**config.mk**
```make
export PLATFORM = sky130hd
export DESIGN_NAME = gcr_sector_nibble_decoder_unit_flat
export DESIGN_NICKNAME = d
export VERILOG_FILES = /design/src/rtl/gcrsnd_pkg.sv /design/src/rtl/gcrsnd_if.sv /design/src/rtl/gcrsnd_cell.sv /design/src/rtl/gcrsnd_chain.sv /design/src/rtl/gcrsnd_top_note.sv /design/src/rtl/gcr_sector_nibble_decoder_unit.sv /design/src/flat_wrapper.sv
export SDC_FILE = /design/constraint.sdc
export NUM_CORES = 1
export LEC_CHECK = 0
export ABC_AREA = 1
export BUFFER_PORTS_ARGS = -buffer_cell sky130_fd_sc_hd__buf_2
export CAP_MARGIN = 10
export CORE_MARGIN = 2
export CORE_UTILIZATION = 50
export CTS_CLUSTER_DIAMETER = 150
export DETAILED_ROUTE_END_ITERATION = 10
export PLACE_DENSITY = 0.76
export SETUP_SLACK_MARGIN = 0.4
export SKIP_LAST_GASP = 1
export SLEW_MARGIN = 20
export SYNTH_ARGS = -nofsm -noshare
export SYNTH_HDL_FRONTEND = slang
export SYNTH_SLANG_ARGS = --single-unit
```
**constraint.sdc**
```tcl
create_clock -name clk -period 5.12 [get_ports clk]
set_clock_uncertainty 0.1 [all_clocks]
set_input_delay 0.768 -clock clk [delete_from_list [all_inputs] [get_ports clk]]
set_output_delay 0.768 -clock clk [all_outputs]
set_load 0.03 [all_outputs]
```
**src/rtl/gcrsnd_pkg.sv**
```systemverilog
// Package for the 6-and-2 GCR sector nibble decoder.
// Holds the parse phases, result kinds, marks, lookup tables and small helpers.
// No dependencies.
package gcrsnd_pkg;

	localparam int SecondaryCount = 86;
	localparam int SectorBytes    = 256;
	localparam int SectorNibbles  = SecondaryCount + SectorBytes;

	// parse phases; codes 20..31 are unused and behave as the address prolog scan
	typedef enum logic [4:0] {
		PhScanA = 5'd0,
		PhA2    = 5'd1,
		PhA3    = 5'd2,
		PhVolH  = 5'd3,
		PhVolL  = 5'd4,
		PhTrkH  = 5'd5,
		PhTrkL  = 5'd6,
		PhSecH  = 5'd7,
		PhSecL  = 5'd8,
		PhCkH   = 5'd9,
		PhCkL   = 5'd10,
		PhAep1  = 5'd11,
		PhAep2  = 5'd12,
		PhScanD = 5'd13,
		PhD2    = 5'd14,
		PhD3    = 5'd15,
		PhData  = 5'd16,
		PhScanE = 5'd17,
		PhE2    = 5'd18,
		PhE3    = 5'd19
	} phase_t;

	typedef enum logic [1:0] {
		KindData     = 2'd0,
		KindSectorOk = 2'd1,
		KindCkBad    = 2'd2,
		KindAbort    = 2'd3
	} kind_t;

	localparam logic [7:0] MarkD5 = 8'hD5;
	localparam logic [7:0] MarkAA = 8'hAA;
	localparam logic [7:0] Mark96 = 8'h96;
	localparam logic [7:0] MarkAD = 8'hAD;
	localparam logic [7:0] MarkDE = 8'hDE;
	localparam logic [7:0] MarkEB = 8'hEB;

	localparam logic [7:0] PairHiMask = 8'hAA;
	localparam logic [7:0] PairLoMask = 8'h55;

	localparam logic [7:0] TrackLimitReset = 8'd35;

	localparam logic [7:0] GcrCodes [64] = '{
		8'h96, 8'h97, 8'h9a, 8'h9b, 8'h9d, 8'h9e, 8'h9f, 8'ha6,
		8'ha7, 8'hab, 8'hac, 8'had, 8'hae, 8'haf, 8'hb2, 8'hb3,
		8'hb4, 8'hb5, 8'hb6, 8'hb7, 8'hb9, 8'hba, 8'hbb, 8'hbc,
		8'hbd, 8'hbe, 8'hbf, 8'hcb, 8'hcd, 8'hce, 8'hcf, 8'hd3,
		8'hd6, 8'hd7, 8'hd9, 8'hda, 8'hdb, 8'hdc, 8'hdd, 8'hde,
		8'hdf, 8'he5, 8'he6, 8'he7, 8'he9, 8'hea, 8'heb, 8'hec,
		8'hed, 8'hee, 8'hef, 8'hf2, 8'hf3, 8'hf4, 8'hf5, 8'hf6,
		8'hf7, 8'hf9, 8'hfa, 8'hfb, 8'hfc, 8'hfd, 8'hfe, 8'hff
	};

	localparam logic [3:0] SectorMap [16] = '{
		4'h0, 4'h7, 4'hE, 4'h6, 4'hD, 4'h5, 4'hC, 4'h4,
		4'hB, 4'h3, 4'hA, 4'h2, 4'h9, 4'h1, 4'h8, 4'hF
	};

	typedef struct packed {
		logic       hit;
		logic [5:0] value;
	} gcr_lookup_t;

	// control from the parser to the secondary chain
	typedef struct packed {
		logic shift;  // move every cell one place toward the head
		logic fill;   // tail takes new value (else the head wraps around)
	} chain_ctl_t;

	function automatic gcr_lookup_t gcr_lookup(input logic [7:0] nb);
		gcr_lookup_t r;
		r = '0;
		for (int k = 0; k < 64; k++) begin
			if (GcrCodes[k] == nb) begin
				r.hit   = 1'b1;
				r.value = 6'(k);
			end
		end
		return r;
	endfunction

	// 4-and-4: odd bits from the first nibble, even bits from the second
	function automatic logic [7:0] pair_decode(input logic [7:0] hi, input logic [7:0] lo);
		return ({hi[6:0], 1'b0} & PairHiMask) | (lo & PairLoMask);
	endfunction

endpackage

```
**src/rtl/gcrsnd_if.sv**
```systemverilog
// Handshake channels of the GCR sector nibble decoder: nibble input,
// result output and track limit write. Depends on nothing.
interface gcrsnd_nib_if;
	logic       valid;
	logic       ready;
	logic [7:0] nibble;

	modport source (output valid, output nibble, input ready);
	modport sink (input valid, input nibble, output ready);
endinterface

interface gcrsnd_res_if;
	logic       valid;
	logic       ready;
	logic [1:0] kind;
	logic [7:0] data_byte;
	logic [7:0] byte_index;
	logic [7:0] track_number;
	logic [3:0] logical_sector;
	logic [7:0] volume_number;
	logic       address_ok;

	modport source (output valid, output kind, output data_byte, output byte_index,
		output track_number, output logical_sector, output volume_number,
		output address_ok, input ready);
	modport sink (input valid, input kind, input data_byte, input byte_index,
		input track_number, input logical_sector, input volume_number,
		input address_ok, output ready);
endinterface

interface gcrsnd_cfg_if;
	logic       valid;
	logic       ready;
	logic [7:0] track_limit;

	modport source (output valid, output track_limit, input ready);
	modport sink (input valid, input track_limit, output ready);
endinterface

```
**src/rtl/gcrsnd_cell.sv**
```systemverilog
// One 6-bit cell of the secondary value chain.
// Depends on nothing.
module gcrsnd_cell (
	input  logic       clk,
	input  logic       arst_n,
	input  logic       shift,
	input  logic [5:0] d,
	output logic [5:0] q
);

	logic [5:0] val_q;

	always_ff @(posedge clk or negedge arst_n) begin
		if (!arst_n) begin
			val_q <= '0;
		end else if (shift) begin
			val_q <= d;
		end
	end

	assign q = val_q;

endmodule

```
**src/rtl/gcrsnd_chain.sv**
```systemverilog
// Chain of secondary value cells: filled at the tail, read and rotated at the head.
// Depends on gcrsnd_pkg and gcrsnd_cell.
module gcrsnd_chain (
	input  logic                   clk,
	input  logic                   arst_n,
	input  gcrsnd_pkg::chain_ctl_t ctl,
	input  logic [5:0]             din,
	output logic [5:0]             head
);

	logic [5:0] cell_q [gcrsnd_pkg::SecondaryCount];
	logic [5:0] tail_d;

	// during the byte phase the head wraps to the tail so entries come back in order
	assign tail_d = ctl.fill ? din : cell_q[0];

	for (genvar k = 0; k < gcrsnd_pkg::SecondaryCount; k++) begin : g_cell
		logic [5:0] d;
		if (k == gcrsnd_pkg::SecondaryCount - 1) begin : g_tail
			assign d = tail_d;
		end else begin : g_mid
			assign d = cell_q[k + 1];
		end
		gcrsnd_cell u_cell (
			.clk   (clk),
			.arst_n(arst_n),
			.shift (ctl.shift),
			.d     (d),
			.q     (cell_q[k])
		);
	end

	assign head = cell_q[0];

endmodule

```
**src/rtl/gcrsnd_top_note.sv**
```systemverilog
// Parse sequencer of the GCR sector nibble decoder: prolog and epilog matching,
// address field decode and the data nibble un-translation.
// Depends on gcrsnd_pkg and gcrsnd_chain.
module gcrsnd_seq (
	input  logic       clk,
	input  logic       arst_n,
	input  logic       take,          // a nibble request is accepted this cycle
	input  logic [7:0] nb,
	input  logic [7:0] track_limit,
	output logic       emit,
	output logic [1:0] kind,
	output logic [7:0] data_byte,
	output logic [7:0] byte_index,
	output logic [7:0] track_number,
	output logic [3:0] logical_sector,
	output logic [7:0] volume_number,
	output logic       address_ok
);

	gcrsnd_pkg::phase_t      phase_q, phase_d;
	logic [7:0]              first_half_q, first_half_d;
	logic [7:0]              volume_q, volume_d;
	logic [7:0]              track_q, track_d;
	logic [7:0]              sector_q, sector_d;
	logic [5:0]              xor_q, xor_d;
	logic [8:0]              count_q, count_d;
	gcrsnd_pkg::gcr_lookup_t lk;
	logic [5:0]              xor_n;
	logic [5:0]              head;
	logic [7:0]              idx;
	gcrsnd_pkg::chain_ctl_t  ctl;
	gcrsnd_pkg::phase_t      scan_a_next;
	gcrsnd_pkg::phase_t      scan_d_next;
	logic                    in_fill;
	logic                    in_bytes;
	gcrsnd_pkg::kind_t       kind_c;
	logic [1:0]              pair;

	assign lk       = gcrsnd_pkg::gcr_lookup(nb);
	assign xor_n    = xor_q ^ lk.value;
	assign in_fill  = count_q < 9'(gcrsnd_pkg::SecondaryCount);
	assign in_bytes = count_q < 9'(gcrsnd_pkg::SectorNibbles);
	assign idx      = 8'(count_q - 9'(gcrsnd_pkg::SecondaryCount));

	// a mismatch re-checks the same nibble in the scan phase
	assign scan_a_next = (nb == gcrsnd_pkg::MarkD5) ? gcrsnd_pkg::PhA2 : gcrsnd_pkg::PhScanA;
	assign scan_d_next = (nb == gcrsnd_pkg::MarkD5) ? gcrsnd_pkg::PhD2 : gcrsnd_pkg::PhScanD;

	// next state
	always_comb begin
		phase_d      = phase_q;
		first_half_d = first_half_q;
		volume_d     = volume_q;
		track_d      = track_q;
		sector_d     = sector_q;
		xor_d        = xor_q;
		count_d      = count_q;
		unique case (phase_q)
			gcrsnd_pkg::PhA2: begin
				phase_d = (nb == gcrsnd_pkg::MarkAA) ? gcrsnd_pkg::PhA3 : scan_a_next;
			end
			gcrsnd_pkg::PhA3: begin
				phase_d = (nb == gcrsnd_pkg::Mark96) ? gcrsnd_pkg::PhVolH : scan_a_next;
			end
			gcrsnd_pkg::PhVolH: begin
				first_half_d = nb;
				phase_d      = gcrsnd_pkg::PhVolL;
			end
			gcrsnd_pkg::PhTrkH: begin
				first_half_d = nb;
				phase_d      = gcrsnd_pkg::PhTrkL;
			end
			gcrsnd_pkg::PhSecH: begin
				first_half_d = nb;
				phase_d      = gcrsnd_pkg::PhSecL;
			end
			gcrsnd_pkg::PhCkH: begin
				first_half_d = nb;
				phase_d      = gcrsnd_pkg::PhCkL;
			end
			gcrsnd_pkg::PhVolL: begin
				volume_d = gcrsnd_pkg::pair_decode(first_half_q, nb);
				phase_d  = gcrsnd_pkg::PhTrkH;
			end
			gcrsnd_pkg::PhTrkL: begin
				track_d = gcrsnd_pkg::pair_decode(first_half_q, nb);
				phase_d = gcrsnd_pkg::PhSecH;
			end
			gcrsnd_pkg::PhSecL: begin
				sector_d = gcrsnd_pkg::pair_decode(first_half_q, nb);
				phase_d  = gcrsnd_pkg::PhCkH;
			end
			gcrsnd_pkg::PhCkL: begin
				phase_d = gcrsnd_pkg::PhAep1;
			end
			gcrsnd_pkg::PhAep1: begin
				phase_d = (nb == gcrsnd_pkg::MarkDE) ? gcrsnd_pkg::PhAep2 : scan_a_next;
			end
			gcrsnd_pkg::PhAep2: begin
				phase_d = (nb == gcrsnd_pkg::MarkAA) ? gcrsnd_pkg::PhScanD : scan_a_next;
			end
			gcrsnd_pkg::PhScanD: begin
				phase_d = scan_d_next;
			end
			gcrsnd_pkg::PhD2: begin
				phase_d = (nb == gcrsnd_pkg::MarkAA) ? gcrsnd_pkg::PhD3 : scan_d_next;
			end
			gcrsnd_pkg::PhD3: begin
				if (nb == gcrsnd_pkg::MarkAD) begin
					phase_d = gcrsnd_pkg::PhData;
					xor_d   = '0;
					count_d = '0;
				end else begin
					phase_d = scan_d_next;
				end
			end
			gcrsnd_pkg::PhData: begin
				if (!lk.hit) begin
					phase_d = scan_a_next;
				end else begin
					xor_d   = xor_n;
					count_d = count_q + 9'd1;
					if (!in_bytes) begin
						phase_d = gcrsnd_pkg::PhScanE;
					end
				end
			end
			gcrsnd_pkg::PhScanE: begin
				phase_d = (nb == gcrsnd_pkg::MarkDE) ? gcrsnd_pkg::PhE2 : gcrsnd_pkg::PhScanE;
			end
			gcrsnd_pkg::PhE2: begin
				phase_d = (nb == gcrsnd_pkg::MarkAA) ? gcrsnd_pkg::PhE3 : scan_a_next;
			end
			gcrsnd_pkg::PhE3: begin
				phase_d = (nb == gcrsnd_pkg::MarkEB) ? gcrsnd_pkg::PhScanA : scan_a_next;
			end
			default: begin
				phase_d = scan_a_next;
			end
		endcase
	end

	// result and chain control
	always_comb begin
		emit   = 1'b0;
		kind_c = gcrsnd_pkg::KindData;
		ctl    = '0;
		if (phase_q == gcrsnd_pkg::PhData) begin
			if (!lk.hit) begin
				emit   = 1'b1;
				kind_c = gcrsnd_pkg::KindAbort;
			end else if (in_fill) begin
				ctl.shift = 1'b1;
				ctl.fill  = 1'b1;
			end else if (in_bytes) begin
				emit      = 1'b1;
				ctl.shift = 1'b1;
			end else begin
				emit   = 1'b1;
				kind_c = (xor_n == 6'd0) ? gcrsnd_pkg::KindSectorOk : gcrsnd_pkg::KindCkBad;
			end
		end
		ctl.shift = ctl.shift & take;
	end

	// secondary bit pair for this byte, swapped; group picks which pair of the entry
	always_comb begin
		if (idx < 8'(gcrsnd_pkg::SecondaryCount)) begin
			pair = {head[0], head[1]};
		end else if (idx < 8'(2 * gcrsnd_pkg::SecondaryCount)) begin
			pair = {head[2], head[3]};
		end else begin
			pair = {head[4], head[5]};
		end
	end

	assign kind           = kind_c;
	assign data_byte      = (kind_c == gcrsnd_pkg::KindData) ? {xor_n, pair} : 8'd0;
	assign byte_index     = (kind_c == gcrsnd_pkg::KindData) ? idx : 8'd0;
	assign track_number   = track_q;
	assign volume_number  = volume_q;
	assign logical_sector = (sector_q[7:4] == 4'd0) ? gcrsnd_pkg::SectorMap[sector_q[3:0]] : 4'd0;
	assign address_ok     = (sector_q[7:4] == 4'd0) && (track_q < track_limit);

	gcrsnd_chain u_chain (
		.clk   (clk),
		.arst_n(arst_n),
		.ctl   (ctl),
		.din   (xor_n),
		.head  (head)
	);

	always_ff @(posedge clk or negedge arst_n) begin
		if (!arst_n) begin
			phase_q      <= gcrsnd_pkg::PhScanA;
			first_half_q <= '0;
			volume_q     <= '0;
			track_q      <= '0;
			sector_q     <= '0;
			xor_q        <= '0;
			count_q      <= '0;
		end else if (take) begin
			phase_q      <= phase_d;
			first_half_q <= first_half_d;
			volume_q     <= volume_d;
			track_q      <= track_d;
			sector_q     <= sector_d;
			xor_q        <= xor_d;
			count_q      <= count_d;
		end
	end

endmodule

```
**src/rtl/gcr_sector_nibble_decoder_unit.sv**
```systemverilog
// GCR sector nibble decoder, top level: one raw disk nibble per request in, at
// most one result per nibble out. A nibble is taken in every cycle that the
// channel is not held off; its result appears in the output register in the
// cycle after it is taken. The nibble channel is held off only while
// the output register holds a result that is not being taken. The 86 secondary
// values of a sector sit in a row of 86 cells that shift one place per data
// nibble: filled at the tail, then read at the head and wrapped around for the
// 256 data bytes. No clearing pass after reset. The track limit register may be
// written at any time and is always ready; write it only while the decoder is idle.
// Depends on gcrsnd_pkg, gcrsnd_if and gcrsnd_seq.
module gcr_sector_nibble_decoder_unit (
	input logic         clk,
	input logic         arst_n,
	gcrsnd_nib_if.sink   nib,
	gcrsnd_res_if.source res,
	gcrsnd_cfg_if.sink   cfg
);

	logic       take;
	logic       emit;
	logic [1:0] kind_c;
	logic [7:0] data_byte_c;
	logic [7:0] byte_index_c;
	logic [7:0] track_c;
	logic [3:0] sector_c;
	logic [7:0] volume_c;
	logic       addr_ok_c;
	logic [7:0] track_limit_q;

	logic       res_valid_q;
	logic [1:0] kind_q;
	logic [7:0] data_byte_q;
	logic [7:0] byte_index_q;
	logic [7:0] track_q;
	logic [3:0] sector_q;
	logic [7:0] volume_q;
	logic       addr_ok_q;

	assign nib.ready = !res_valid_q || res.ready;
	assign take      = nib.valid && nib.ready;
	assign cfg.ready = 1'b1;

	always_ff @(posedge clk or negedge arst_n) begin
		if (!arst_n) begin
			track_limit_q <= gcrsnd_pkg::TrackLimitReset;
		end else if (cfg.valid) begin
			track_limit_q <= cfg.track_limit;
		end
	end

	gcrsnd_seq u_seq (
		.clk           (clk),
		.arst_n        (arst_n),
		.take          (take),
		.nb            (nib.nibble),
		.track_limit   (track_limit_q),
		.emit          (emit),
		.kind          (kind_c),
		.data_byte     (data_byte_c),
		.byte_index    (byte_index_c),
		.track_number  (track_c),
		.logical_sector(sector_c),
		.volume_number (volume_c),
		.address_ok    (addr_ok_c)
	);

	always_ff @(posedge clk or negedge arst_n) begin
		if (!arst_n) begin
			res_valid_q <= 1'b0;
		end else if (take) begin
			res_valid_q <= emit;
		end else if (res.ready) begin
			res_valid_q <= 1'b0;
		end
	end

	always_ff @(posedge clk) begin
		if (take && emit) begin
			kind_q       <= kind_c;
			data_byte_q  <= data_byte_c;
			byte_index_q <= byte_index_c;
			track_q      <= track_c;
			sector_q     <= sector_c;
			volume_q     <= volume_c;
			addr_ok_q    <= addr_ok_c;
		end
	end

	assign res.valid          = res_valid_q;
	assign res.kind           = kind_q;
	assign res.data_byte      = data_byte_q;
	assign res.byte_index     = byte_index_q;
	assign res.track_number   = track_q;
	assign res.logical_sector = sector_q;
	assign res.volume_number  = volume_q;
	assign res.address_ok     = addr_ok_q;

endmodule

```
**src/flat_wrapper.sv**
```systemverilog
// flat-port wrapper written by rule: the top's interface ports become plain ports
module gcr_sector_nibble_decoder_unit_flat 
  (clk, arst_n, nib_valid, nib_nibble, nib_ready, res_valid, res_kind, res_data_byte, res_byte_index, res_track_number, res_logical_sector, res_volume_number, res_address_ok, res_ready, cfg_valid, cfg_track_limit, cfg_ready);
  gcrsnd_nib_if nib_i ();
  gcrsnd_res_if res_i ();
  gcrsnd_cfg_if cfg_i ();
  input logic clk;
  input logic arst_n;
  input wire logic [$bits(nib_i.valid)-1:0] nib_valid;
  input wire logic [$bits(nib_i.nibble)-1:0] nib_nibble;
  output wire logic [$bits(nib_i.ready)-1:0] nib_ready;
  output wire logic [$bits(res_i.valid)-1:0] res_valid;
  output wire logic [$bits(res_i.kind)-1:0] res_kind;
  output wire logic [$bits(res_i.data_byte)-1:0] res_data_byte;
  output wire logic [$bits(res_i.byte_index)-1:0] res_byte_index;
  output wire logic [$bits(res_i.track_number)-1:0] res_track_number;
  output wire logic [$bits(res_i.logical_sector)-1:0] res_logical_sector;
  output wire logic [$bits(res_i.volume_number)-1:0] res_volume_number;
  output wire logic [$bits(res_i.address_ok)-1:0] res_address_ok;
  input wire logic [$bits(res_i.ready)-1:0] res_ready;
  input wire logic [$bits(cfg_i.valid)-1:0] cfg_valid;
  input wire logic [$bits(cfg_i.track_limit)-1:0] cfg_track_limit;
  output wire logic [$bits(cfg_i.ready)-1:0] cfg_ready;
  assign nib_i.valid = nib_valid;
  assign nib_i.nibble = nib_nibble;
  assign nib_ready = nib_i.ready;
  assign res_valid = res_i.valid;
  assign res_kind = res_i.kind;
  assign res_data_byte = res_i.data_byte;
  assign res_byte_index = res_i.byte_index;
  assign res_track_number = res_i.track_number;
  assign res_logical_sector = res_i.logical_sector;
  assign res_volume_number = res_i.volume_number;
  assign res_address_ok = res_i.address_ok;
  assign res_i.ready = res_ready;
  assign cfg_i.valid = cfg_valid;
  assign cfg_i.track_limit = cfg_track_limit;
  assign cfg_ready = cfg_i.ready;
  gcr_sector_nibble_decoder_unit u_core (.clk(clk), .arst_n(arst_n), .nib(nib_i), .res(res_i), .cfg(cfg_i));
endmodule
```
* Word level (Yosys, flattened, before mapping)
Memories as Yosys holds them, arrays and structs flattened. A register that Yosys moved wholly into a read port is not among the register bits.
Cells that the tools add are included.
** Word-level totals
- Memories :: 1
- Input bits :: 21
- Logic and storage cells :: 325
- Bits in read-only memories :: 64
- Register bits after elaboration :: 611
- Output and inout port bits :: 42
** Operators by class
- $lt $le $gt $ge :: 5
- Multiplexer cells :: 102
- Equal/unequal tests :: 92
- Add/subtract/negate cells :: 2
- Bitwise gates (word level) :: 4
- Reductions and logical operators :: 18
** Memories
- (no name shown) :: depth 16, bits a word 4, rd ports 1, clocked after Yosys merged registers in 1, wr ports 0, RTL line gcrsnd_top_note.sv:182 : assign logical_sector = (sector_q[7:4] == 4'd0) ? gcrsnd_pkg::SectorMap[sector_q[3:0]] : 4'd0;
** Operator list (number)
- $eq A8 B8 Y1 const A :: 64
- $mux W7 :: 64
- $pmux W5 S19 :: 1
- $eq A8 B8 Y1 const B :: 6
- $eq A5 B4 Y1 const B :: 8
- $mux W2 :: 14
- $eq A5 B3 Y1 const B :: 4
- $eq A5 B5 Y1 const B :: 4
- $mux W5 :: 4
- $mux W6 :: 3
- $mux W9 :: 2
- $pmux W9 S2 :: 1
- $pmux W6 S2 :: 1
- $eq A5 B2 Y1 const B :: 2
- $mux W1 :: 10
- $reduce_and A2 Y1 :: 5
- $add A9 B1 Y9 const B :: 1
- $lt A9 B7 Y1 const B :: 1
- $lt A9 B9 Y1 const B :: 1
- $lt A8 B7 Y1 const B :: 1
- $lt A8 B8 Y1 :: 1
- $lt A8 B8 Y1 const B :: 1
- $mux W4 :: 2
- $or A8 B7 Y8 :: 1
- other kinds (16) :: 21

* Longest topological paths before layout
Gate-level depths: netlist (run 1).
- Word-level depth :: 73
- Gate-level depth with buffers :: 29
- Mapped depth without buffers :: 28

* Hierarchy
A second synthesis (run 1) with hierarchy kept.
** Second synthesis, totals
- Cells, all modules :: 2837
- Area total of the unflattened synthesis :: 24488.5 µm²
** By module, submodules not included
- gcrsnd_cell :: sequential area each 150.1 µm², area each 221.5 µm², cells each 25, instances 86
- gcrsnd_seq :: sequential area each 1201.2 µm², area each 3817.4 µm², cells each 585, instances 1
- gcr_sector_nibble_decoder_unit :: sequential area each 1400.1 µm², area each 1554.0 µm², cells each 83, instances 1
- gcrsnd_chain :: sequential area each 0.0 µm², area each 71.3 µm², cells each 19, instances 1

* Worst setup path after synthesis (run 1)
OpenSTA, ideal clock, no wires.
- Path kind :: input to register
- Start :: input nib_nibble[7]
- End :: register u_core.addr_ok_q, in the netlist u_core.res.address_ok, enable pin
- Data arrival time :: 4.768 ns
- Required time :: 4.536 ns
- Slack :: -0.232 ns
- Library setup time :: 0.484 ns
- Stages :: 13
- Cell sequence :: inv_1 nor2_1 nand3_1 inv_1 nand2_1 nand2_1 a211oi_1 o2111ai_1 nor3_1 nand3_2 inv_2 nor2_1 nor3_1
** Between the ends
- Word-level cells in the longest chain between the ends :: 68
** RTL lines
- start, declared :: RTL line flat_wrapper.sv:10 : input wire logic [$bits(nib_i.nibble)-1:0] nib_nibble;
- $eq A8 B8 Y1 :: RTL line gcrsnd_pkg.sv:84 : if (GcrCodes[k] == nb) begin
- $mux W7 (63 in a row) :: RTL line gcrsnd_pkg.sv:84
- $mux W7 * :: RTL line gcrsnd_pkg.sv:84
- $mux W1 * :: RTL line gcrsnd_top_note.sv:149 : if (!lk.hit) begin
- $mux W1 * :: RTL line gcrsnd_top_note.sv:148 : if (phase_q == gcrsnd_pkg::PhData) begin
- $logic_and A1 B1 Y1 * :: RTL line gcr_sector_nibble_decoder_unit.sv:78 : if (take && emit) begin
- end signal, assigned :: RTL line gcr_sector_nibble_decoder_unit.sv:85 : addr_ok_q <= addr_ok_c;
- end, declared :: RTL line gcr_sector_nibble_decoder_unit.sv:37 : logic addr_ok_q;
Mark *: on every way between the ends. The rest lies on a longest branch, timed or not.
A chain may end at the register's enable or synchronous reset.

* Worst setup path in the final report (run 1)
- Start :: input nib_nibble[4]
- End :: register u_core.u_seq.u_chain.g_cell[26].u_cell.val_q[0]
** Between the ends
- Word-level cells in the longest chain between the ends :: 68
** RTL lines
- $eq A8 B8 Y1 :: RTL line gcrsnd_pkg.sv:84
- $mux W7 (63 in a row) :: RTL line gcrsnd_pkg.sv:84
- $mux W7 * :: RTL line gcrsnd_pkg.sv:84
- $mux W2 * :: RTL line gcrsnd_top_note.sv:149
- $mux W2 * :: RTL line gcrsnd_top_note.sv:148
- $and A1 B1 Y1 * :: RTL line gcrsnd_top_note.sv:163 : ctl.shift = ctl.shift & take;
- end signal, assigned :: RTL line gcrsnd_cell.sv:15 : val_q <= '0;
- end signal, assigned :: RTL line gcrsnd_cell.sv:17 : val_q <= d;
- end, declared :: RTL line gcrsnd_cell.sv:11 : logic [5:0] val_q;
Marks and branches as above.

==> metrics, run 1 <==
status finished clean; fin util 56.42%; most frequent cells in the layout 1586 x nand2_1, 570 x dfrtp_1, 120 x inv_1; worst slew pin tran 0.8856 ns; crit path launch type input pin; Rows 81; Worst EP arrival 4.27 ns; clock sinks 612; Max-cap violations 0; Synth async-reset ratio 93.63%; CP max-delay cell buf_12; WP buf/inv 7; GRT Util Overall 19.19%; Flop pwr share 51.1%; die area 0.05140 sq mm; insertion delay to the later sink of the worst-skew pair 0.61 ns; most used cell, CP nand2_1; cell count after synthesis 2821; final setup vio count 0; Synth Net Count 2851; Final Max Slew Viols 0; Ys Warns 0; vias in the first global route 17316; switching share of power 22.93%; crit path kind in -> reg; setup ws final 1.297 ns; peak supply drop 0.2554 mV; synthesized area per cell 8.791 sq um; CP max stage delay 0.56 ns; # port buffers 61; Die Span Y 226.7 um; fin nets 2875; min-delay worst type in -> async; largest net degree at the start of global routing 206; pwr dens 360.7 mW/mm^2; CP Capture Type flop; P&R area growth vs syn 11.38%; IO Pins 63; Final ANT Viol Nets 0; vias per cell 4.953; Reg clk slew, reported paths 0.06 ns; critical path cell sequence buf_2, inv_2, nand2_1, nor2_1, inv_1, o21ai_0, nor4_4, inv_1, nor2_1, nand3_2, inv_2, nor2_4, o21ai_1, nor2_4, buf_4, buf_12, nand2_1, nand2_1; via count 17608; Synth area leader dfrtp_1; P_int 7678 uW; CTS tree yes; filler cell count in the final layout 4164; total length of routed wires 46540 um; Slew headroom 40.96%; drt initial violations 1499; Mapped Area 0.02480 sq mm; CP required 5.57 ns; Final Wtd Congestion 0.9028; cell family with most CP delay buffers and inverters; # resized after CTS 0; # H-tree levels 2; hold buffer count at CTS 0; Root Buffer clkbuf_16; initial antenna violation count 0; Core ar. 0.04895 sq mm; post-DP HPWL 28340 um; Comb pwr share 5.4%; pre-CTS WS 0.7137 ns; # diodes 0; Yosys reg bits 612; commonest non-fill, non-tap cell in the layout nand2_1; clock network fraction of total power 43.5%; Post-CTS Setup Inserts 0; DRC Markers 0; EDFF count, synth 39; Initial Util 50.66%; top cells by area, synth dfrtp_1 58%, nand2_1 24%, edfxtp_1 4.7%; CTS Buffer Depth 3; Netlist cell types 51; Die Wd 226.7 um; RSZ-0062 raised after global routing no; register area share after synthesis 62.56%; share of the synthesized area in the top cell type 57.52%; post-route minimum period 3.823 ns; Main synth FF type dfrtp_1; Lkg Pwr 0.01519 uW; final count of hold timing violations 0; routed len/inst 13.09 um; fin crit share 74.67%; crit-path max FO 205; gr ovfl total 0; first-pass GRT wire length 82330 um; CTS Buf Count 59; Pre-antenna DRT Iters 6; Switch Pwr 2284 uW; Max Fclk 0.2616 GHz; share of layout cells above drive strength 1 8.336%; Post-Route Setup TNS 0 ns
registers in the layout, summed over array words and instances (netlist names):
signal	cells
u_core.res.address_ok	1
u_core.res.byte_index	8
u_core.res.data_byte	8
u_core.res.kind	2
u_core.res.logical_sector	4
u_core.res.track_number	8
u_core.res.valid	1
u_core.res.volume_number	8
u_core.track_limit_q	8
u_core.u_seq.count_q	9
u_core.u_seq.first_half_q	4
u_core.u_seq.phase_q	5
u_core.u_seq.sector_q	8
u_core.u_seq.track_number	8
u_core.u_seq.u_chain.g_cell.u_cell.q	516
u_core.u_seq.volume_number	8
u_core.u_seq.xor_q	6
Yosys cell counts, drive strengths merged (3+ instances only):
library cell and instances:
inv 134, o22ai 7, o211ai 5, a21oi 27, xor2 9, dfstp 3, edfxtp 39, nand4 15
nand3 19, ha 9, o31ai 3, nor2 101, buf 84, clkbuf 37, o2111ai 5, nor3 21
o21ai 110, a211oi 3, o41ai 4, nor4 5, nand2 1595, o21a 4, dfrtp 570
routing by layer:
metal	track usage (%)	up-vias	wire (um)
met5	0	-	0
met4	5.772	0	996
met3	2.786	84	1640
met2	31.13	290	22210
met1	26.96	8497	21690
li1	-	8737	-
final cells by class:
| type | count | area [sq um] | share of cell area, % |
|---|---|---|---|
| sequential | 612 | 15510 | 56.17 |
| multi-input combinational | 1953 | 8128 | 29.43 |
| clock buffer | 79 | 1684 | 6.097 |
| tap | 664 | 830.8 | 3.008 |
| timing repair buffer | 84 | 675.6 | 2.446 |
| inverter | 135 | 516.7 | 1.871 |
| clock inverter | 28 | 271.5 | 0.9830 |
power by group through the flow:
stage / combinational (uW) / sequential (uW) / clock (uW)
6_report: 542 / 5090 / 4330
5_1_grt: 628 / 5100 / 4630
4_1_cts: 548 / 5090 / 4430
3_5_place_dp: 542 / 5180 / 0
3_3_place_gp: 525 / 5170 / 0
2_1_floorplan: 339 / 5150 / 0
per-stage QoR:
stage / hold slack [ns] / instance area (sq um) / total power (uW) / std cells
floorplan: 0.3253 / 24800 / 5487 / 2821
global placement: 0.3354 / 25660 / 5694 / 3448
detailed placement: 0.3338 / 25660 / 5718 / 3448
CTS: 0.1189 / 27620 / 10070 / 3555
global route: 0.1637 / 27620 / 10360 / 3555
finish: 0.07859 / 27620 / 9962 / 3555
path summary, 6_finish.rpt:
kind / from / end / slack [ns] / cells after the start
worst max-delay path: nib_nibble[4] / u_core.u_seq.u_chain.g_cell[26].u_cell.q[0] / 1.30 / 18
max in group asynchronous: arst_n / u_core.u_seq.u_chain.g_cell[43].u_cell.q[4] / 3.61 / 2
min in group clk: cfg_track_limit[7] / u_core.track_limit_q[7] / 0.27 / 3
worst min-delay path: arst_n / u_core.u_seq.u_chain.g_cell[13].u_cell.q[2] / 0.08 / 1
worst max register to register: u_core.u_seq.phase_q[3] / u_core.u_seq.u_chain.g_cell[26].u_cell.q[0] / 1.78 / 14
worst min register to register: u_core.u_seq.volume_number[4] / u_core.res.volume_number[4] / 0.35 / 0
kinds of logic after synthesis:
group	count (synthesis)	synth area share, %
buffers and inverters	256	4.733
xor gates and xnor gates	9	0.3482
and+or+nand+nor	1757	27.85
other	1	0.01512
DFF	612	62.56
AOI/OAI and AO/OA	177	4.046
adders and majority gates	9	0.4541
(Power assumes the default switching activity.)
==> run 2: changes to the inputs <==
ABC_AREA = 0   (was 1)
PLACE_DENSITY = 0.79   (was 0.76)
clock period = 3.35 ns   (was 5.12 ns; I/O delays follow)
==> run 2 against run 1 <==
Hold slack improved by 0.045 ns. Largest cell class unchanged. Sequential cell count did not move. Register-to-register slack got worse by 1.3 ns. Sequential power rose by 63%. Via count fell by 21%. Critical path depth fell by 6.
==> metrics, run 2 <==
cell count after synthesis 1717; Area after DPL 0.02835 sq mm; Lkg Pwr 0.01476 uW; list of most frequent post-synthesis cells 570 x dfrtp_1, 468 x mux2_4, 66 x mux2_2; P&R area growth vs syn 13.32%; vias per cell 5.334; Die Wd 237.4 um; Rows 85; routed len/inst 17.88 um; Die Span Y 237.4 um; Yosys reg bits 612; critical path cell sequence ha_4, or2_1, a21o_1, nand2_1, nand2b_1, nand2_1, and3_4, buf_12, buf_12, clkbuf_16, buf_4, mux2_4; post-DP HPWL 28120 um; crit-path max FO 12; Initial Util 50.61%; share of layout cells above drive strength 1 43.48%; # H-tree levels 2; Core ar. 0.05381 sq mm; status finished clean; synthesized area per cell 15.86 sq um; crit path launch type flop; pwr dens 605.9 mW/mm^2; via count 13932; drt initial violations 861; endpoint of the worst-slack reg-to-reg timing path u_core.u_seq.u_chain.g_cell[8].u_cell.q[0]; die area 0.05635 sq mm; Non-Filler Instances 2612; initial antenna violation count 0; Pre-antenna DRT Iters 5; largest net degree at the start of global routing 100; most frequent cells in the layout 568 x dfrtp_1, 468 x mux2_4, 83 x buf_4; Main synth FF type dfrtp_1; # port buffers 61; post-route minimum period 2.861 ns; hold-critical path depth 3; share of the synthesized area in the top cell type 52.37%; placed cell count 2467; peak supply drop 0.3993 mV; Synth async-reset ratio 93.63%; crit path kind reg -> reg; fin util 57.35%; Max Fclk 0.3495 GHz; filler cell count in the final layout 3974; Mapped Area 0.02724 sq mm; Hold Startpoint cfg_valid; CP required 3.76 ns; EDFF count, synth 39; Final Wtd Congestion 0.8729; commonest non-fill, non-tap cell in the layout dfrtp_1; total length of routed wires 46690 um; Reg clk slew, reported paths 0.06 ns; clock sinks 612; final setup vio count 0; Final ANT Viol Nets 0; CTS Buffer Depth 3; IO Pins 63; RSZ-0062 raised after global routing no; Max-cap violations 0; CP Capture Type flop; top cells by area, synth dfrtp_1 52%, mux2_4 26%, edfxtp_1 4.3%; max reg flops 516; vias in the first global route 14858; R2R Setup Slk 0.49 ns; fin crit share 85.40%; Slew headroom 44.94%; DRC Markers 0; first-pass GRT wire length 79070 um; CP max stage delay 0.45 ns; # diodes 0; min-delay worst type in -> reg; Final Max Slew Viols 0; final count of hold timing violations 0; CTS tree yes; CP max-delay cell dfrtp_2; register area share after synthesis 56.96%; Post-Layout Inst Area 0.03086 sq mm; fin nets 1895; cell depth of the worst flop-to-flop path 12; Hold Path Sink u_core.track_limit_q[1]; Synth area leader dfrtp_1; GRT Util Overall 16.81%; gr ovfl total 0; CTS Buf Count 60; Ys Warns 0; r2r startpoint u_core.u_seq.count_q[1]; Netlist cell types 69; Root Buffer clkbuf_16; Worst EP arrival 3.27 ns; worst slew pin tran 0.8184 ns; most frequent cell after synthesis dfrtp_1; insertion delay to the later sink of the worst-skew pair 0.63 ns; Synth Net Count 1747
run 2: timing repair:
action                                 in CTS  in global routing
cloned                                      0                  4
endpoints found under the hold margin      72                  0
setup endpoints to repair                 369                449
buffers inserted                            0                 19
hold buffers                                9                  0
resized for setup                           1                 11
pin swaps                                   1                  2
run 2: per-layer routing:
metal  up-vias  share of wire, %  global-route usage [%]  wire length (um)
li1       6402                 -                       -                 -
met1      7204                47                   24.28             22000
met2       237                47                   26.41             22100
met3        89               3.2                   2.764              1486
met4         0               2.4                   4.803              1099
met5         -                 0                       0                 0
run 2: logic make-up after synthesis:
logic type               after synthesis  synth area share [%]
flip-flops                           612                 56.96
other                                  1               0.01377
adder cells (fa/ha/maj)                9                0.4135
AND/OR/NAND/NOR                      249                 4.741
XOR/XNOR                              23                0.7396
multiplexers                         538                 28.68
AO/OA/AOI/OAI                        162                 3.776
buffers and inverters                123                 4.677
run 2: worst max path at each step:
stage | startpoint | end | slack, ns | cells after the start
3_5_place_dp | nib_nibble[3] | u_core.res.kind[1] | -0.12 | 10
2_1_floorplan | nib_nibble[1] | u_core.res.address_ok | -0.03 | 9
3_3_place_gp | nib_nibble[3] | u_core.res.kind[1] | -0.08 | 10
6_report | u_core.u_seq.count_q[1] | u_core.u_seq.u_chain.g_cell[8].u_cell.q[0] | 0.49 | 12
5_1_grt | u_core.u_seq.count_q[2] | u_core.u_seq.u_chain.g_cell[8].u_cell.q[0] | 0.38 | 12
4_1_cts | u_core.u_seq.count_q[1] | u_core.u_seq.u_chain.g_cell[30].u_cell.q[2] | 0.40 | 10
run 2: power breakdown:
part	internal [uW]	switching, uW
Clock	4130	2880
Combinational	1560	1810
Sequential	8000	327
Total	13700	5010
run 2: worst max-delay path: cells and delay by family, from the launching register on:
kind / cells / cell delay, ns
mux: 1 / 0.31
flops: 1 / 0.45
simple gates: 5 / 0.86
fa+ha+maj: 1 / 0.21
buf+inv: 4 / 0.57
compound gates: 1 / 0.23
run 2: layout make-up:
class                      count  area, sq um  share of cell area (%)
clock buffer                  80         1668                   5.404
sequential                   612        15520                   50.27
timing repair buffer         191         1837                   5.951
tap                          696        870.8                   2.822
clock inverter                33        416.7                   1.350
inverter                      18        67.56                  0.2189
multi-input combinational    982        10490                   33.98
run 2: through the flow:
stage,worst slack [ns],hold slack [ns],TNS (ns),total power [uW]
2_1_floorplan,-0.02510,0.1069,-0.9788,10980
3_3_place_gp,-0.08331,0.3284,-0.08331,11490
3_5_place_dp,-0.1217,0.3285,-0.1217,11600
4_1_cts,0.4030,0.08259,0,18680
5_1_grt,0.3810,0.1475,0,19490
6_report,0.4890,0.1232,0,18700
==> run 3: changes to the inputs <==
CAP_MARGIN = not set   (was 10)
CTS_BUF_LIST = sky130_fd_sc_hd__clkbuf_4   (was not set)
PLACE_DENSITY = 0.76   (was 0.79)
==> run 3 against run 2 <==
Routed wire length up 0.16%. Combinational power about the same. Clock power is 10% lower. Largest cell class unchanged. Largest power group unchanged.
==> metrics, run 3 (same netlist as run 2, synthesis figures left out) <==
critical path startpoint nib_nibble[0]; share of layout cells above drive strength 1 46.44%; GRT Util Overall 17.52%; filler cell count in the final layout 4057; Lkg Pwr 0.01498 uW; clock sinks 612; initial antenna violation count 1; Max-cap violations 0; crit path kind in -> reg; crit-path max FO 17; gr ovfl total 0; Pre-antenna DRT Iters 5; R2R Setup Slk 0.52 ns; first-pass GRT wire length 81000 um; P&R area growth vs syn 13.75%; via count 14531; DR WL met2 21810 um; peak supply drop 0.3620 mV; RSZ-0062 raised after global routing yes; Slew headroom 39.95%; CP required 4.05 ns; Final ANT Viol Nets 0; DRC Markers 0; Core ar. 0.05381 sq mm; CTS Buffer Depth 3; WL met3 1758 um; vias in the first global route 15979; fin crit share 88.32%; cell depth of the worst flop-to-flop path 11; CTS Buf Count 153; highest routed layer met4; hold-critical path depth 4; endpoint of the worst-slack reg-to-reg timing path u_core.u_seq.u_chain.g_cell[67].u_cell.q[5]; Final Max Slew Viols 0; M1 WL 21630 um; insertion delay to the later sink of the worst-skew pair 0.98 ns; fin util 57.57%; max reg flops 516; crit path capture u_core.u_seq.u_chain.g_cell[67].u_cell.q[4]; Worst EP arrival 3.66 ns; worst hold slack 0.2007 ns; min-delay worst type in -> reg; # port buffers 61; routed len/inst 16.77 um; multi-input logic area 0.01048 sq mm; pwr dens 580.8 mW/mm^2; # H-tree levels 4; largest net degree at the start of global routing 108; register area 0.01551 sq mm; crit path launch type input pin; die area 0.05635 sq mm; IO Pins 63; worst slew pin tran 0.8978 ns; Max Fclk 0.3380 GHz; drt initial violations 780; Final Wtd Congestion 0.8637; commonest non-fill, non-tap cell in the layout dfrtp_1; final count of hold timing violations 0; final setup vio count 0; Rows 85; CTS tree yes; Root Buffer clkbuf_4; post-DP HPWL 28510 um; Initial Util 50.61%; CP Capture Type flop; total length of routed wires 46770 um; r2r startpoint u_core.u_seq.count_q[2]; pre-CTS WS 0.02395 ns; Reg clk slew, reported paths 0.07 ns; vias per cell 5.210; Die Wd 237.4 um; fin nets 2008; post-route minimum period 2.959 ns; status finished clean; most frequent cells in the layout 569 x dfrtp_1, 468 x mux2_4, 222 x clkbuf_4; Die Span Y 237.4 um; setup ws final 0.3912 ns
-- run 3: changes by cell type in the layout (fill, tap and decap cells not counted), sizes merged --
| cell | previous run | this run |
|---|---|---|
| buf | 178 | 179 |
| bufinv | 8 | 4 |
| clkbuf | 84 | 222 |
| clkinv | 19 | 37 |
| clkinvlp | 4 | 2 |
| diode | 0 | 2 |
| dlygate4sd3 | 9 | 31 |
| inv | 20 | 22 |
-- run 3: repair_timing --
action | CTS | global route
pin swaps | 1 | 1
hold buffers | 31 | 0
endpoints found under the hold margin | 527 | 0
setup buffers | 2 | 3
endpoints found under the setup margin | 329 | 291
gates resized for setup | 0 | 7
-- run 3: stage by stage --
stage	instance area (sq um)	cells	power (uW)	setup TNS, ns
2_1_floorplan	27340	1717	10980	-0.9788
3_3_place_gp	28610	2483	11620	-5.517
3_5_place_dp	28610	2483	11720	0
4_1_cts	30920	2784	18210	0
5_1_grt	30980	2788	18950	0
6_report	30980	2789	18000	0
-- run 3: per-layer routing --
layer | global-route usage (%) | up-vias
li1 | - | 6702
met1 | 23.64 | 7399
met2 | 26.42 | 309
met3 | 4.239 | 121
met4 | 9.148 | 0
met5 | 0 | -
-- run 3: worst min-delay path by stage --
stage	from	to	slack [ns]
floorplan	arst_n	u_core.res.valid	0.11
global placement	u_core.u_seq.volume_number[1]	u_core.res.volume_number[1]	0.33
detailed placement	u_core.u_seq.volume_number[5]	u_core.res.volume_number[5]	0.33
CTS	nib_nibble[4]	u_core.u_seq.track_number[4]	0.09
global route	nib_nibble[4]	u_core.u_seq.track_number[4]	0.17
finish	nib_nibble[4]	u_core.u_seq.track_number[4]	0.20
-- run 3: where the power goes --
| group | total (uW) | leakage [uW] | switching (uW) | internal, uW |
|---|---|---|---|---|
| Combinational | 3380 | 0.00553 | 1810 | 1570 |
| Sequential | 8310 | 0.00828 | 315 | 7990 |
| Clock | 6310 | 0.00116 | 2970 | 3340 |
| Total | 18000 | 0.0150 | 5090 | 12900 |
-- run 3: worst max-delay path, cell delays in order --
cell and delay, ns:
dlygate4sd3_1 0.53, buf_2 0.20, o21ai_0 0.36, o22ai_1 0.15, a2bb2oi_2 0.20, o221ai_2 0.12, or4_1 0.56, and3_4 0.23
buf_12 0.16, buf_12 0.16, buf_16 0.17, mux2_4 0.30
-- run 3: final cells by class --
cell class              instances  share of cell area (%)
clock buffers                 221                   5.355
clock inverters                47                  0.9813
inverters                      18                  0.2181
well taps                     696                   2.811
diodes                          2                 0.01615
repair buffers                211                   6.708
multi-input cells             982                   33.83
flip-flops and latches        612                   50.08
